**src/hdl/brs_pkg.sv**
```systemverilog
`timescale 1ns / 1ps
`default_nettype none
// ----------------------------------------------------------------------------
// brs_pkg
// Shared constants and types for the blob run statistics block.
// ----------------------------------------------------------------------------
package brs_pkg;

    localparam int COORD_BITS_DEF = 12;
    localparam int FRAC_BITS_DEF  = 8;

    // Configuration register map
    localparam int CFG_INDEX_BITS = 1;
    localparam logic [CFG_INDEX_BITS-1:0] REG_IMAGE_WIDTH  = 1'b0;
    localparam logic [CFG_INDEX_BITS-1:0] REG_IMAGE_HEIGHT = 1'b1;

    // Sequencer states
    typedef enum logic [3:0] {
        ST_IDLE,
        ST_MUL_LX,
        ST_MUL_LL,
        ST_MUL_LY,
        ST_ADD_Y,
        ST_DIV_X_GO,
        ST_DIV_X,
        ST_DIV_Y_GO,
        ST_DIV_Y,
        ST_EMIT
    } state_t;

    // Accumulator unit operations
    typedef enum logic [2:0] {
        ACC_HOLD,
        ACC_FIRST,
        ACC_MUL_LL,
        ACC_MUL_LY,
        ACC_ADD_Y,
        ACC_CLEAR
    } acc_op_t;

    typedef struct packed {
        acc_op_t op;
    } acc_ctrl_t;

endpackage

`default_nettype wire

```
**src/hdl/brs_divider.sv**
```systemverilog
`timescale 1ns / 1ps
`default_nettype none
// ----------------------------------------------------------------------------
// brs_divider
// Bit-serial restoring divider giving floor(dividend * 2^FRAC_BITS / divisor),
// saturated to QUOT_BITS, and zero for a zero divisor. One bit per cycle.
// ----------------------------------------------------------------------------
module brs_divider #(
    parameter int DIVIDEND_BITS = 37,
    parameter int DIVISOR_BITS  = 25,
    parameter int QUOT_BITS     = 20,
    parameter int FRAC_BITS     = 8
) (
    input  wire logic                     clk,
    input  wire logic                     rst_n,
    input  wire logic                     start,
    input  wire logic [DIVIDEND_BITS-1:0] dividend,
    input  wire logic [DIVISOR_BITS-1:0]  divisor,
    output logic                          done,
    output logic [QUOT_BITS-1:0]          quotient
);

    localparam int STEPS      = DIVIDEND_BITS + FRAC_BITS;
    localparam int CNT_BITS   = $clog2(STEPS);
    localparam int HIGH_STEPS = STEPS - QUOT_BITS;

    logic                    busy_reg, busy_next;
    logic                    done_reg, done_next;
    logic [CNT_BITS-1:0]     cnt_reg, cnt_next;
    logic [STEPS-1:0]        num_reg, num_next;
    logic [DIVISOR_BITS-1:0] den_reg, den_next;
    logic [DIVISOR_BITS-1:0] rem_reg, rem_next;
    logic [QUOT_BITS-1:0]    quot_reg, quot_next;
    logic                    ovf_reg, ovf_next;
    logic                    zero_reg, zero_next;

    logic [DIVISOR_BITS:0]   trial;
    logic [DIVISOR_BITS:0]   diff;
    logic                    fits;

    assign trial = {rem_reg, num_reg[STEPS-1]};
    assign diff  = trial - {1'b0, den_reg};
    assign fits  = (trial >= {1'b0, den_reg});

    always_comb
    begin
        busy_next = busy_reg;
        done_next = 1'b0;
        cnt_next  = cnt_reg;
        num_next  = num_reg;
        den_next  = den_reg;
        rem_next  = rem_reg;
        quot_next = quot_reg;
        ovf_next  = ovf_reg;
        zero_next = zero_reg;
        if (start)
        begin
            busy_next = 1'b1;
            cnt_next  = '0;
            num_next  = STEPS'(dividend) << FRAC_BITS;
            den_next  = divisor;
            rem_next  = '0;
            quot_next = '0;
            ovf_next  = 1'b0;
            zero_next = (divisor == '0);
        end
        else if (busy_reg)
        begin
            num_next  = num_reg << 1;
            rem_next  = fits ? diff[DIVISOR_BITS-1:0] : trial[DIVISOR_BITS-1:0];
            quot_next = (quot_reg << 1) | QUOT_BITS'(fits);
            // a set bit above the quotient width means saturation
            ovf_next  = ovf_reg | (fits && (cnt_reg < CNT_BITS'(HIGH_STEPS)));
            cnt_next  = cnt_reg + 1'b1;
            if (cnt_reg == CNT_BITS'(STEPS - 1))
            begin
                busy_next = 1'b0;
                done_next = 1'b1;
            end
        end
    end

    always_ff @(posedge clk or negedge rst_n)
    begin
        if (!rst_n)
        begin
            busy_reg <= 1'b0;
            done_reg <= 1'b0;
            cnt_reg  <= '0;
        end
        else
        begin
            busy_reg <= busy_next;
            done_reg <= done_next;
            cnt_reg  <= cnt_next;
        end
    end

    always_ff @(posedge clk)
    begin
        num_reg  <= num_next;
        den_reg  <= den_next;
        rem_reg  <= rem_next;
        quot_reg <= quot_next;
        ovf_reg  <= ovf_next;
        zero_reg <= zero_next;
    end

    assign done     = done_reg;
    assign quotient = zero_reg ? '0 : (ovf_reg ? '1 : quot_reg);

endmodule

`default_nettype wire

```
**src/hdl/brs_accum.sv**
```systemverilog
`timescale 1ns / 1ps
`default_nettype none
// ----------------------------------------------------------------------------
// brs_accum
// Blob accumulators: box, area, border flag and the x and y coordinate sums,
// built around one shared multiplier and one saturating sum adder.
// ----------------------------------------------------------------------------
module brs_accum
    import brs_pkg::*;
#(
    parameter int COORD_BITS = COORD_BITS_DEF
) (
    input  wire logic                      clk,
    input  wire logic                      rst_n,
    input  wire acc_ctrl_t                 ctrl,
    input  wire logic [COORD_BITS-1:0]     run_x,
    input  wire logic [COORD_BITS-1:0]     run_y,
    input  wire logic [COORD_BITS:0]       run_len,
    input  wire logic [COORD_BITS:0]       image_width,
    input  wire logic [COORD_BITS:0]       image_height,
    output logic [COORD_BITS-1:0]          min_x,
    output logic [COORD_BITS-1:0]          max_x,
    output logic [COORD_BITS-1:0]          min_y,
    output logic [COORD_BITS-1:0]          max_y,
    output logic [2*COORD_BITS:0]          area,
    output logic [3*COORD_BITS:0]          x_sum,
    output logic [3*COORD_BITS:0]          y_sum,
    output logic                           border
);

    localparam int AREA_BITS = 2 * COORD_BITS + 1;
    localparam int SUM_BITS  = 3 * COORD_BITS + 1;
    localparam int PROD_BITS = 2 * COORD_BITS + 2;

    logic [COORD_BITS-1:0] min_x_reg, min_x_next;
    logic [COORD_BITS-1:0] max_x_reg, max_x_next;
    logic [COORD_BITS-1:0] min_y_reg, min_y_next;
    logic [COORD_BITS-1:0] max_y_reg, max_y_next;
    logic [AREA_BITS-1:0]  area_reg, area_next;
    logic [SUM_BITS-1:0]   x_sum_reg, x_sum_next;
    logic [SUM_BITS-1:0]   y_sum_reg, y_sum_next;
    logic                  border_reg, border_next;
    logic [PROD_BITS-1:0]  prod_reg, prod_next;

    logic [COORD_BITS:0]   mul_a;
    logic [COORD_BITS:0]   mul_b;
    logic [PROD_BITS-1:0]  product;
    logic [SUM_BITS-1:0]   add_base;
    logic [SUM_BITS-1:0]   add_operand;
    logic [SUM_BITS:0]     add_full;
    logic [SUM_BITS-1:0]   add_sat;
    logic [AREA_BITS:0]    area_full;
    logic [AREA_BITS-1:0]  area_sat;
    logic [COORD_BITS:0]   end_excl;
    logic [COORD_BITS:0]   end_incl;
    logic [COORD_BITS-1:0] run_end;
    logic                  hit_edge;

    assign product   = PROD_BITS'(mul_a) * PROD_BITS'(mul_b);
    assign add_full  = {1'b0, add_base} + {1'b0, add_operand};
    assign add_sat   = add_full[SUM_BITS] ? '1 : add_full[SUM_BITS-1:0];
    assign area_full = {1'b0, area_reg} + (AREA_BITS + 1)'(run_len);
    assign area_sat  = area_full[AREA_BITS] ? '1 : area_full[AREA_BITS-1:0];
    assign end_excl  = {1'b0, run_x} + run_len;
    assign end_incl  = end_excl - 1'b1;
    assign run_end   = end_incl[COORD_BITS-1:0];
    assign hit_edge  = (run_y == '0) || (({1'b0, run_y} + 1'b1) == image_height)
                    || (run_x == '0) || (end_excl == image_width);

    always_comb
    begin
        min_x_next  = min_x_reg;
        max_x_next  = max_x_reg;
        min_y_next  = min_y_reg;
        max_y_next  = max_y_reg;
        area_next   = area_reg;
        x_sum_next  = x_sum_reg;
        y_sum_next  = y_sum_reg;
        border_next = border_reg;
        prod_next   = prod_reg;
        mul_a       = run_len;
        mul_b       = {1'b0, run_x};
        add_base    = x_sum_reg;
        add_operand = SUM_BITS'(prod_reg);
        case (ctrl.op)
            ACC_FIRST:
            begin
                // box, area and edge test; first product len * x
                if (run_x < min_x_reg)
                    min_x_next = run_x;
                if (run_end > max_x_reg)
                    max_x_next = run_end;
                if (run_y < min_y_reg)
                    min_y_next = run_y;
                if (run_y > max_y_reg)
                    max_y_next = run_y;
                area_next = area_sat;
                if (hit_edge)
                    border_next = 1'b1;
                prod_next = product;
            end
            ACC_MUL_LL:
            begin
                x_sum_next = add_sat;
                mul_b      = run_len - 1'b1;
                prod_next  = product;
            end
            ACC_MUL_LY:
            begin
                // half of len * (len - 1) completes the run's x sum
                add_operand = SUM_BITS'(prod_reg >> 1);
                x_sum_next  = add_sat;
                mul_b       = {1'b0, run_y};
                prod_next   = product;
            end
            ACC_ADD_Y:
            begin
                add_base   = y_sum_reg;
                y_sum_next = add_sat;
            end
            ACC_CLEAR:
            begin
                min_x_next  = '1;
                max_x_next  = '0;
                min_y_next  = '1;
                max_y_next  = '0;
                area_next   = '0;
                x_sum_next  = '0;
                y_sum_next  = '0;
                border_next = 1'b0;
            end
            default:
            begin
                prod_next = prod_reg;
            end
        endcase
    end

    always_ff @(posedge clk or negedge rst_n)
    begin
        if (!rst_n)
        begin
            min_x_reg  <= '1;
            max_x_reg  <= '0;
            min_y_reg  <= '1;
            max_y_reg  <= '0;
            area_reg   <= '0;
            x_sum_reg  <= '0;
            y_sum_reg  <= '0;
            border_reg <= 1'b0;
        end
        else
        begin
            min_x_reg  <= min_x_next;
            max_x_reg  <= max_x_next;
            min_y_reg  <= min_y_next;
            max_y_reg  <= max_y_next;
            area_reg   <= area_next;
            x_sum_reg  <= x_sum_next;
            y_sum_reg  <= y_sum_next;
            border_reg <= border_next;
        end
    end

    always_ff @(posedge clk)
    begin
        prod_reg <= prod_next;
    end

    assign min_x  = min_x_reg;
    assign max_x  = max_x_reg;
    assign min_y  = min_y_reg;
    assign max_y  = max_y_reg;
    assign area   = area_reg;
    assign x_sum  = x_sum_reg;
    assign y_sum  = y_sum_reg;
    assign border = border_reg;

endmodule

`default_nettype wire

```
**src/hdl/blob_run_statistics.sv**
```systemverilog
`timescale 1ns / 1ps
`default_nettype none
// ----------------------------------------------------------------------------
// blob_run_statistics
// Run-length blob statistics: bounding box, area, midpoint, fixed-point
// centroid and image border flag, one result per blob.
// ----------------------------------------------------------------------------
// Each input transaction is one horizontal run. A run of non-zero length is
// accepted and then takes four steps of the shared multiplier and sum adder
// (MUL_LX, MUL_LL, MUL_LY, ADD_Y); a zero-length run ends at acceptance. On
// the blob's last run the two centroids follow through one shared bit-serial
// divider, x and then y, each after a start state of its own. in_ready is
// low throughout. The result sits in an output register, so the next blob's
// runs are taken while it waits; a later result waits only for that register.
// ----------------------------------------------------------------------------
module blob_run_statistics
    import brs_pkg::*;
#(
    parameter int COORD_BITS = COORD_BITS_DEF,
    parameter int FRAC_BITS  = FRAC_BITS_DEF
) (
    input  wire logic                            clk,
    input  wire logic                            rst_n,
    // configuration write channel
    input  wire logic                            cfg_valid,
    output logic                                 cfg_ready,
    input  wire logic [CFG_INDEX_BITS-1:0]       cfg_index,
    input  wire logic [COORD_BITS:0]             cfg_data,
    // run input channel
    input  wire logic                            in_valid,
    output logic                                 in_ready,
    input  wire logic [COORD_BITS-1:0]           run_start_x,
    input  wire logic [COORD_BITS-1:0]           run_row,
    input  wire logic [COORD_BITS:0]             run_length,
    input  wire logic                            blob_last,
    // result channel
    output logic                                 out_valid,
    input  wire logic                            out_ready,
    output logic [COORD_BITS-1:0]                box_min_x,
    output logic [COORD_BITS-1:0]                box_min_y,
    output logic [COORD_BITS-1:0]                box_max_x,
    output logic [COORD_BITS-1:0]                box_max_y,
    output logic [2*COORD_BITS:0]                blob_area,
    output logic [COORD_BITS-1:0]                mid_x,
    output logic [COORD_BITS-1:0]                mid_y,
    output logic [COORD_BITS+FRAC_BITS-1:0]      centroid_x,
    output logic [COORD_BITS+FRAC_BITS-1:0]      centroid_y,
    output logic                                 touches_border
);

    localparam int AREA_BITS = 2 * COORD_BITS + 1;
    localparam int SUM_BITS  = 3 * COORD_BITS + 1;
    localparam int CENT_BITS = COORD_BITS + FRAC_BITS;
    localparam logic [COORD_BITS:0] FULL_SPAN = (COORD_BITS + 1)'(1) << COORD_BITS;

    state_t state_reg, state_next;

    logic [COORD_BITS:0]     width_reg, width_next;
    logic [COORD_BITS:0]     height_reg, height_next;
    logic [COORD_BITS-1:0]   x_reg, x_next;
    logic [COORD_BITS-1:0]   y_reg, y_next;
    logic [COORD_BITS:0]     len_reg, len_next;
    logic                    last_reg, last_next;
    logic [CENT_BITS-1:0]    cent_x_reg, cent_x_next;
    logic                    out_valid_reg, out_valid_next;

    logic [COORD_BITS-1:0]   o_min_x_reg, o_min_x_next;
    logic [COORD_BITS-1:0]   o_min_y_reg, o_min_y_next;
    logic [COORD_BITS-1:0]   o_max_x_reg, o_max_x_next;
    logic [COORD_BITS-1:0]   o_max_y_reg, o_max_y_next;
    logic [AREA_BITS-1:0]    o_area_reg, o_area_next;
    logic [COORD_BITS-1:0]   o_mid_x_reg, o_mid_x_next;
    logic [COORD_BITS-1:0]   o_mid_y_reg, o_mid_y_next;
    logic [CENT_BITS-1:0]    o_cent_x_reg, o_cent_x_next;
    logic [CENT_BITS-1:0]    o_cent_y_reg, o_cent_y_next;
    logic                    o_border_reg, o_border_next;

    logic                    in_fire;
    logic [COORD_BITS:0]     room;
    logic [COORD_BITS:0]     len_clip;
    logic                    out_free;
    logic                    out_load;
    logic                    div_start;
    logic                    div_sel_y;
    logic                    div_done;
    logic [SUM_BITS-1:0]     div_dividend;
    logic [CENT_BITS-1:0]    div_quotient;
    acc_ctrl_t               acc_ctrl;

    logic [COORD_BITS-1:0]   acc_min_x;
    logic [COORD_BITS-1:0]   acc_max_x;
    logic [COORD_BITS-1:0]   acc_min_y;
    logic [COORD_BITS-1:0]   acc_max_y;
    logic [AREA_BITS-1:0]    acc_area;
    logic [SUM_BITS-1:0]     acc_x_sum;
    logic [SUM_BITS-1:0]     acc_y_sum;
    logic                    acc_border;
    logic [COORD_BITS:0]     mid_x_full;
    logic [COORD_BITS:0]     mid_y_full;

    assign in_fire   = in_valid && in_ready;
    // cut the run so that it ends at the last column that COORD_BITS can hold
    assign room      = FULL_SPAN - {1'b0, run_start_x};
    assign len_clip  = (run_length > room) ? room : run_length;
    assign out_free  = !out_valid_reg || out_ready;
    assign cfg_ready = 1'b1;

    assign div_dividend = div_sel_y ? acc_y_sum : acc_x_sum;
    assign mid_x_full   = ({1'b0, acc_min_x} + {1'b0, acc_max_x}) >> 1;
    assign mid_y_full   = ({1'b0, acc_min_y} + {1'b0, acc_max_y}) >> 1;

    brs_accum #(
        .COORD_BITS   (COORD_BITS)
    ) u_accum (
        .clk          (clk),
        .rst_n        (rst_n),
        .ctrl         (acc_ctrl),
        .run_x        (x_reg),
        .run_y        (y_reg),
        .run_len      (len_reg),
        .image_width  (width_reg),
        .image_height (height_reg),
        .min_x        (acc_min_x),
        .max_x        (acc_max_x),
        .min_y        (acc_min_y),
        .max_y        (acc_max_y),
        .area         (acc_area),
        .x_sum        (acc_x_sum),
        .y_sum        (acc_y_sum),
        .border       (acc_border)
    );

    brs_divider #(
        .DIVIDEND_BITS (SUM_BITS),
        .DIVISOR_BITS  (AREA_BITS),
        .QUOT_BITS     (CENT_BITS),
        .FRAC_BITS     (FRAC_BITS)
    ) u_divider (
        .clk           (clk),
        .rst_n         (rst_n),
        .start         (div_start),
        .dividend      (div_dividend),
        .divisor       (acc_area),
        .done          (div_done),
        .quotient      (div_quotient)
    );

    // next state
    always_comb
    begin
        state_next = state_reg;
        case (state_reg)
            ST_IDLE:
            begin
                if (in_fire)
                begin
                    if (len_clip != '0)
                        state_next = ST_MUL_LX;
                    else if (blob_last)
                        state_next = ST_DIV_X_GO;
                end
            end
            ST_MUL_LX:   state_next = ST_MUL_LL;
            ST_MUL_LL:   state_next = ST_MUL_LY;
            ST_MUL_LY:   state_next = ST_ADD_Y;
            ST_ADD_Y:    state_next = last_reg ? ST_DIV_X_GO : ST_IDLE;
            ST_DIV_X_GO: state_next = ST_DIV_X;
            ST_DIV_X:
            begin
                if (div_done)
                    state_next = ST_DIV_Y_GO;
            end
            ST_DIV_Y_GO: state_next = ST_DIV_Y;
            ST_DIV_Y:
            begin
                if (div_done)
                    state_next = ST_EMIT;
            end
            ST_EMIT:
            begin
                if (out_free)
                    state_next = ST_IDLE;
            end
            default:     state_next = ST_IDLE;
        endcase
    end

    // sequencer outputs
    always_comb
    begin
        in_ready      = 1'b0;
        acc_ctrl.op   = ACC_HOLD;
        div_start     = 1'b0;
        div_sel_y     = 1'b0;
        out_load      = 1'b0;
        case (state_reg)
            ST_IDLE:
            begin
                in_ready      = 1'b1;
            end
            ST_MUL_LX:   acc_ctrl.op = ACC_FIRST;
            ST_MUL_LL:   acc_ctrl.op = ACC_MUL_LL;
            ST_MUL_LY:   acc_ctrl.op = ACC_MUL_LY;
            ST_ADD_Y:    acc_ctrl.op = ACC_ADD_Y;
            ST_DIV_X_GO: div_start = 1'b1;
            ST_DIV_X:    div_sel_y = 1'b0;
            ST_DIV_Y_GO:
            begin
                div_start = 1'b1;
                div_sel_y = 1'b1;
            end
            ST_DIV_Y:    div_sel_y = 1'b1;
            ST_EMIT:
            begin
                if (out_free)
                begin
                    out_load    = 1'b1;
                    acc_ctrl.op = ACC_CLEAR;
                end
            end
            default:     acc_ctrl.op = ACC_HOLD;
        endcase
    end

    // registers, run capture and result register
    always_comb
    begin
        width_next     = width_reg;
        height_next    = height_reg;
        x_next         = x_reg;
        y_next         = y_reg;
        len_next       = len_reg;
        last_next      = last_reg;
        cent_x_next    = cent_x_reg;
        out_valid_next = out_valid_reg;
        o_min_x_next   = o_min_x_reg;
        o_min_y_next   = o_min_y_reg;
        o_max_x_next   = o_max_x_reg;
        o_max_y_next   = o_max_y_reg;
        o_area_next    = o_area_reg;
        o_mid_x_next   = o_mid_x_reg;
        o_mid_y_next   = o_mid_y_reg;
        o_cent_x_next  = o_cent_x_reg;
        o_cent_y_next  = o_cent_y_reg;
        o_border_next  = o_border_reg;

        if (cfg_valid && cfg_ready)
        begin
            case (cfg_index)
                REG_IMAGE_WIDTH:  width_next  = cfg_data;
                REG_IMAGE_HEIGHT: height_next = cfg_data;
                default:          width_next  = width_reg;
            endcase
        end

        if (in_fire)
        begin
            x_next    = run_start_x;
            y_next    = run_row;
            len_next  = len_clip;
            last_next = blob_last;
        end

        if (state_reg == ST_DIV_X && div_done)
            cent_x_next = div_quotient;

        if (out_valid_reg && out_ready)
            out_valid_next = 1'b0;

        if (out_load)
        begin
            out_valid_next = 1'b1;
            o_min_x_next   = acc_min_x;
            o_min_y_next   = acc_min_y;
            o_max_x_next   = acc_max_x;
            o_max_y_next   = acc_max_y;
            o_area_next    = acc_area;
            o_mid_x_next   = mid_x_full[COORD_BITS-1:0];
            o_mid_y_next   = mid_y_full[COORD_BITS-1:0];
            o_cent_x_next  = cent_x_reg;
            o_cent_y_next  = div_quotient;
            o_border_next  = acc_border;
        end
    end

    always_ff @(posedge clk or negedge rst_n)
    begin
        if (!rst_n)
        begin
            state_reg     <= ST_IDLE;
            width_reg     <= FULL_SPAN;
            height_reg    <= FULL_SPAN;
            out_valid_reg <= 1'b0;
        end
        else
        begin
            state_reg     <= state_next;
            width_reg     <= width_next;
            height_reg    <= height_next;
            out_valid_reg <= out_valid_next;
        end
    end

    always_ff @(posedge clk)
    begin
        x_reg        <= x_next;
        y_reg        <= y_next;
        len_reg      <= len_next;
        last_reg     <= last_next;
        cent_x_reg   <= cent_x_next;
        o_min_x_reg  <= o_min_x_next;
        o_min_y_reg  <= o_min_y_next;
        o_max_x_reg  <= o_max_x_next;
        o_max_y_reg  <= o_max_y_next;
        o_area_reg   <= o_area_next;
        o_mid_x_reg  <= o_mid_x_next;
        o_mid_y_reg  <= o_mid_y_next;
        o_cent_x_reg <= o_cent_x_next;
        o_cent_y_reg <= o_cent_y_next;
        o_border_reg <= o_border_next;
    end

    assign out_valid      = out_valid_reg;
    assign box_min_x      = o_min_x_reg;
    assign box_min_y      = o_min_y_reg;
    assign box_max_x      = o_max_x_reg;
    assign box_max_y      = o_max_y_reg;
    assign blob_area      = o_area_reg;
    assign mid_x          = o_mid_x_reg;
    assign mid_y          = o_mid_y_reg;
    assign centroid_x     = o_cent_x_reg;
    assign centroid_y     = o_cent_y_reg;
    assign touches_border = o_border_reg;

endmodule

`default_nettype wire
```
**config.mk**
```make
export PLATFORM = sky130hd
export DESIGN_NAME = blob_run_statistics
export DESIGN_NICKNAME = d
export VERILOG_FILES = /design/src/hdl/brs_pkg.sv /design/src/hdl/brs_divider.sv /design/src/hdl/brs_accum.sv /design/src/hdl/blob_run_statistics.sv
export SDC_FILE = /design/constraint.sdc
export NUM_CORES = 1
export LEC_CHECK = 0
export ABC_AREA = 1
export BUFFER_PORTS_ARGS = -buffer_cell sky130_fd_sc_hd__buf_4
export CAP_MARGIN = 20
export CORE_ASPECT_RATIO = 0.9
export CORE_MARGIN = 8
export CORE_UTILIZATION = 45
export CTS_CLUSTER_DIAMETER = 40
export DETAILED_ROUTE_END_ITERATION = 8
export REMOVE_ABC_BUFFERS = 1
export SKIP_LAST_GASP = 1
export SLEW_MARGIN = 20
export SYNTH_ARGS = -nofsm -noshare
export SYNTH_HDL_FRONTEND = slang
export SYNTH_HIERARCHICAL = 1
export SYNTH_SLANG_ARGS = --single-unit
```
**constraint.sdc**
```tcl
create_clock -name clk -period 11.4 [get_ports clk]
set_input_delay 1.71 -clock clk [delete_from_list [all_inputs] [get_ports clk]]
set_output_delay 1.71 -clock clk [all_outputs]
set_load 0.02 [all_outputs]
```
# Word-level counts from Yosys, hierarchy flattened
# Index checks and enable logic that the tools add are counted.
dict set report word_totals {
  word_cells 167
  latchBits 0
  register_bits 518
  n_memories 0
  rom_bits 0
  in_bits 57
  mem_bits_rw 0
}
dict set report classes {
  n_bitwise 3
  n_lt_le_gt_ge 7
  n_mul 1
  mux 50
  eq_ne 27
  div 0
  addsub 11
  n_shift 0
  n_reduce_logical 31
}
# cell count
set op_table {}
lappend op_table {{$pmux 37 s2} 2}
lappend op_table {{$mux 37} 3}
lappend op_table {{$pmux 12 s2} 4}
lappend op_table {{$mux 45} 2}
lappend op_table {{$mux 25} 2}
lappend op_table {{$pmux 25 s2} 1}
lappend op_table {{$mux 12} 4}
lappend op_table {{$mux 20} 2}
lappend op_table {{$pmux 4 s10} 1}
lappend op_table {{$add 37x26->38} 1}
lappend op_table {{$add 12x12->13} 2}
lappend op_table {{$add 25x13->26} 1}
lappend op_table {{$eq 13x13->1} 2}
lappend op_table {{$ge 26x25->1} 1}
lappend op_table {{$mul 13x13->26} 1}
lappend op_table {{$mux 26} 1}
lappend op_table {{$pmux 13 s2} 1}
lappend op_table {{$logic_not 25->1} 1}
lappend op_table {{$sub 25x25->25} 1}
lappend op_table {{$gt 12x12->1} 2}
lappend op_table {{$logic_not 12->1} 2}
lappend op_table {{$lt 12x12->1} 2}
lappend op_table {{$mux 4} 6}
lappend op_table {{$or 20x1->20} 1}
lappend op_table {{37 further kinds} 84}

# Longest topological paths before layout
dict set report depth {
  depth_word 9
  mapped_depth 35
  depth_no_buf 34
}

# Cells and area by module
# The synthesis kept the hierarchy.
# mod n_inst area_per_inst_um2 seq_area_each_um2 cells_each
set by_module_without_submodules {}
lappend by_module_without_submodules {brs_accum 1 18856.8 4514.3 2664}
lappend by_module_without_submodules {blob_run_statistics 1 9490.4 6663.9 706}
lappend by_module_without_submodules {brs_divider 1 6750.2 3012.9 922}

# Worst setup path after synthesis
# OpenSTA, ideal clock, no wires.
dict set report synth_timing {
  path_type {in2reg}
  start {input out_ready}
  end {register u_accum.prod_reg[20], data pin}
  arrival_time_ns 13.427
  cell_stages 31
  required_time_ns 11.148
  setup_time_ns 0.252
  path_slack_ns -2.279
  path_cell_list {nor2_1 > nor2_1 > inv_1 > o21ai_0 > nor2_1 > inv_1 > nor2_1 > clkbuf_1 > o21ai_0 > a21o_1 > nand2_1 > inv_1 > clkbuf_1 > nand2_1 > fa_1 > fa_1 > inv_1 > fa_1 > fa_1 > inv_1 > fa_1 > inv_1 > ha_1 > nand2_1 > nor2_1 > inv_1 > o21ai_0 > a21oi_1 > or2_2 > nand3_1 > nand2_1}
}
# element line
set synth_rtl {}
lappend synth_rtl {{start, declared} blob_run_statistics.sv:38} ;# input wire logic out_ready,
lappend synth_rtl {{end signal, assigned} brs_accum.sv:167} ;# prod_reg <= prod_next;
lappend synth_rtl {{end, declared} brs_accum.sv:43} ;# logic [PROD_BITS-1:0] prod_reg, prod_next;

==> metrics.txt <==
Worst Path Required=11.80 ns; initial antenna violation count=0; CP Class=in -> reg; Fin Hold WS=0.417 ns; Crit. path cell count=31; Initial Util=45.3%; Fill cells=7289; grt ovf=0; Final GP Congestion=0.945; total CTS buffers=84; io pins=198; Setup crit end kind=flop; Final ANT Viol Nets=0; buffer and inverter count on the worst path=10; HP Class=reg -> reg; TritonCTS clock tree=done; Setup Fix Bufs, Post-CTS=0; area of the multi-input gates=17900 um^2; Hold Violations, Final=0; Yosys warnings=6; setup ws final=2.73 ns; most common flop cell mapped by yosys=edfxtp_1; area growth from synthesis to layout=16.0%; cells after synthesis=4292; most frequent cells in the layout=1326 x nand2_1, 664 x inv_1, 285 x edfxtp_1; first-pass GRT wire length=154000 um; Reg2Reg Capture Point=u_accum/prod_reg[20]$_DFFE_PP_; crit path launch type=input pin; synthesized cell area=35100 um^2; Post-synth EDFFs=285; # hold bufs at CTS=0; DRC=0; Nets=4924; Finished Core Util=52.5%; Core Region=77600 um^2; fin crit share=76.1%; H-Tree Depth=3; CP max stage delay=0.54 ns; status=completed; Antenna diodes=0; unrepaired setup endpoints after global routing=false; sequential element share of the synthesized area=40.4%; pre-CTS WS=2.11 ns; Worst EP arrival=9.07 ns; pin count of the biggest net entering global routing=71; root buffer cell=clkbuf_16; IO Port Bufs=196; Clock Latency Late Sink=0.64 ns; Maximum Capacitance Violations=0; share of cells above drive strength 1=11.1%; family with the most delay on the worst path=adder cells; wire per inst=17.4 um; design area=40700 um^2; R2R cell count=29; # resized after CTS=0; vias in the first global route=27200; final wirelength=97700 um; Clock Sinks=518; initial DRC count=2170; slowest stage cell on the critical path=fa_1; Storage cell area=14200 um^2; Netlist cell types=57; vias per std cell=5.12; Die Wd=310 um; # rows=97; syn avg cell area=8.18 um^2; Slew Limit Fails=0; Worst-Margin Slew=0.959 ns; Slew HR=36.1%; Final Skew=0.0164 ns; most common cell after layout, fill and taps aside=nand2_1; #FFs+latches synth=518; fmax=0.115 GHz; Most Frequent Cell on Critical Path=inv_1; largest buffer count on any clock path=3; Tot GR Track Use=22.3%; clock transition at the registers of the reported paths=0.06 ns; final setup vio count=0; capture point of the critical path=u_accum/prod_reg[20]$_DFFE_PP_; flop2flop setup slack=3.37 ns; via count=28700; die area=87200 um^2; worst r2r src=state_reg[3]$_DFFE_PN0P_; launch point of the critical path=out_ready; Die Y=281 um; DR pass1 iterations=5; minimum clock period=8.67 ns; async set or reset register ratio after synthesis=36.1%; DP Area=37700 um^2; hpwl dp=73900 um; critical-path maximum fanout=39
[worst min path at each step]
stage	start	end	slack (ns)	cells past startpoint
final	cent_x_reg[5]$_DFFE_PP_	centroid_x[5]$_DFFE_PP_	0.42	0
after global routing	cent_x_reg[16]$_DFFE_PP_	centroid_x[16]$_DFFE_PP_	0.42	0
after CTS	cent_x_reg[5]$_DFFE_PP_	centroid_x[5]$_DFFE_PP_	0.42	0
after detailed placement	cent_x_reg[2]$_DFFE_PP_	centroid_x[2]$_DFFE_PP_	0.40	0
after global placement	cent_x_reg[9]$_DFFE_PP_	centroid_x[9]$_DFFE_PP_	0.40	0
after floorplan	cent_x_reg[0]$_DFFE_PP_	centroid_x[0]$_DFFE_PP_	0.40	0
[per-stage QoR]
| stage | std cells | setup TNS, ns |
|---|---|---|
| after CTS | 5613 | 0 |
| final | 5613 | 0 |
| after global routing | 5613 | 0 |
| after detailed placement | 5456 | 0 |
| after floorplan | 4188 | -162.47 |
| after global placement | 5456 | 0 |
[logic make-up after synthesis]
group,share of synthesized area (%)
AND/OR/NAND/NOR,23.0
buffers and inverters,8.68
flip-flops,40.4
AO/OA/AOI/OAI,7.86
adder cells (fa/ha/maj),15.7
XOR/XNOR,3.09
multiplexers,1.19
other,0.0107
[Yosys cell counts (3+ instances only)]
library cell     n  area share, %
dfstp_2         26            1.9
o21a_1           7           0.15
xnor2_1         48            1.2
and2_1           3          0.053
fa_1           127            7.2
ha_1           237            8.4
nand2_2         12           0.21
xor2_1          76            1.9
buf_2           15           0.21
nor3_1          33           0.47
a21oi_1        189            2.7
nor4_1          14           0.25
inv_2           15           0.16
nand2_4          3          0.096
or2_2            6           0.11
nor2_2          10           0.18
nor2_1         267            2.9
inv_1          665            7.1
a22oi_1         10           0.21
clkbuf_1        74           0.79
nand4_1         66            1.2
buf_4            4          0.086
a21boi_0         6           0.13
nand2_1       1326             14
o21bai_1        10           0.21
o22ai_1         41           0.73
o21ai_1         31           0.44
nand3b_1        11           0.24
nand3_1        193            2.8
mux2_2          37            1.2
dfrtp_1        161             11
a31oi_1          9           0.16
o21ai_2          4           0.10
o21ai_0        175            2.5
a211oi_1         5           0.11
dfxtp_1         46            2.6
buf_6            9           0.29
o211ai_1         7           0.15
a21o_1           6           0.13
edfxtp_1       285             24
[worst register-to-register path, delay by kind of cell, from the launching register on]
family          cells  cell delay [ns]
fa+ha+maj           6             2.87
buf+inv             8             1.70
simple gates       10             1.46
compound gates      5             1.33
flops               1             0.44
[layout make-up]
cell class / count / area share (%)
Clock inverter: 58 / 1.97
Timing Repair Buffer: 229 / 4.24
Clock buffer: 99 / 5.43
Tap cell: 1039 / 3.19
Sequential cell: 518 / 34.9
Multi-Input combinational cell: 2989 / 44.0
Inverter: 681 / 6.28
[metal layers]
layer,vias to the layer above,global-route usage (%),wire length (um)
li1,14300,-,-
met1,13500,32.2,46300
met5,-,0,0
met2,819,34.1,42600
met3,132,4.46,6700
met4,0,5.44,2080
Power is left out: the tool's default activity adds up to more than one toggle a clock period on the data nets, which glitch-free logic cannot reach.
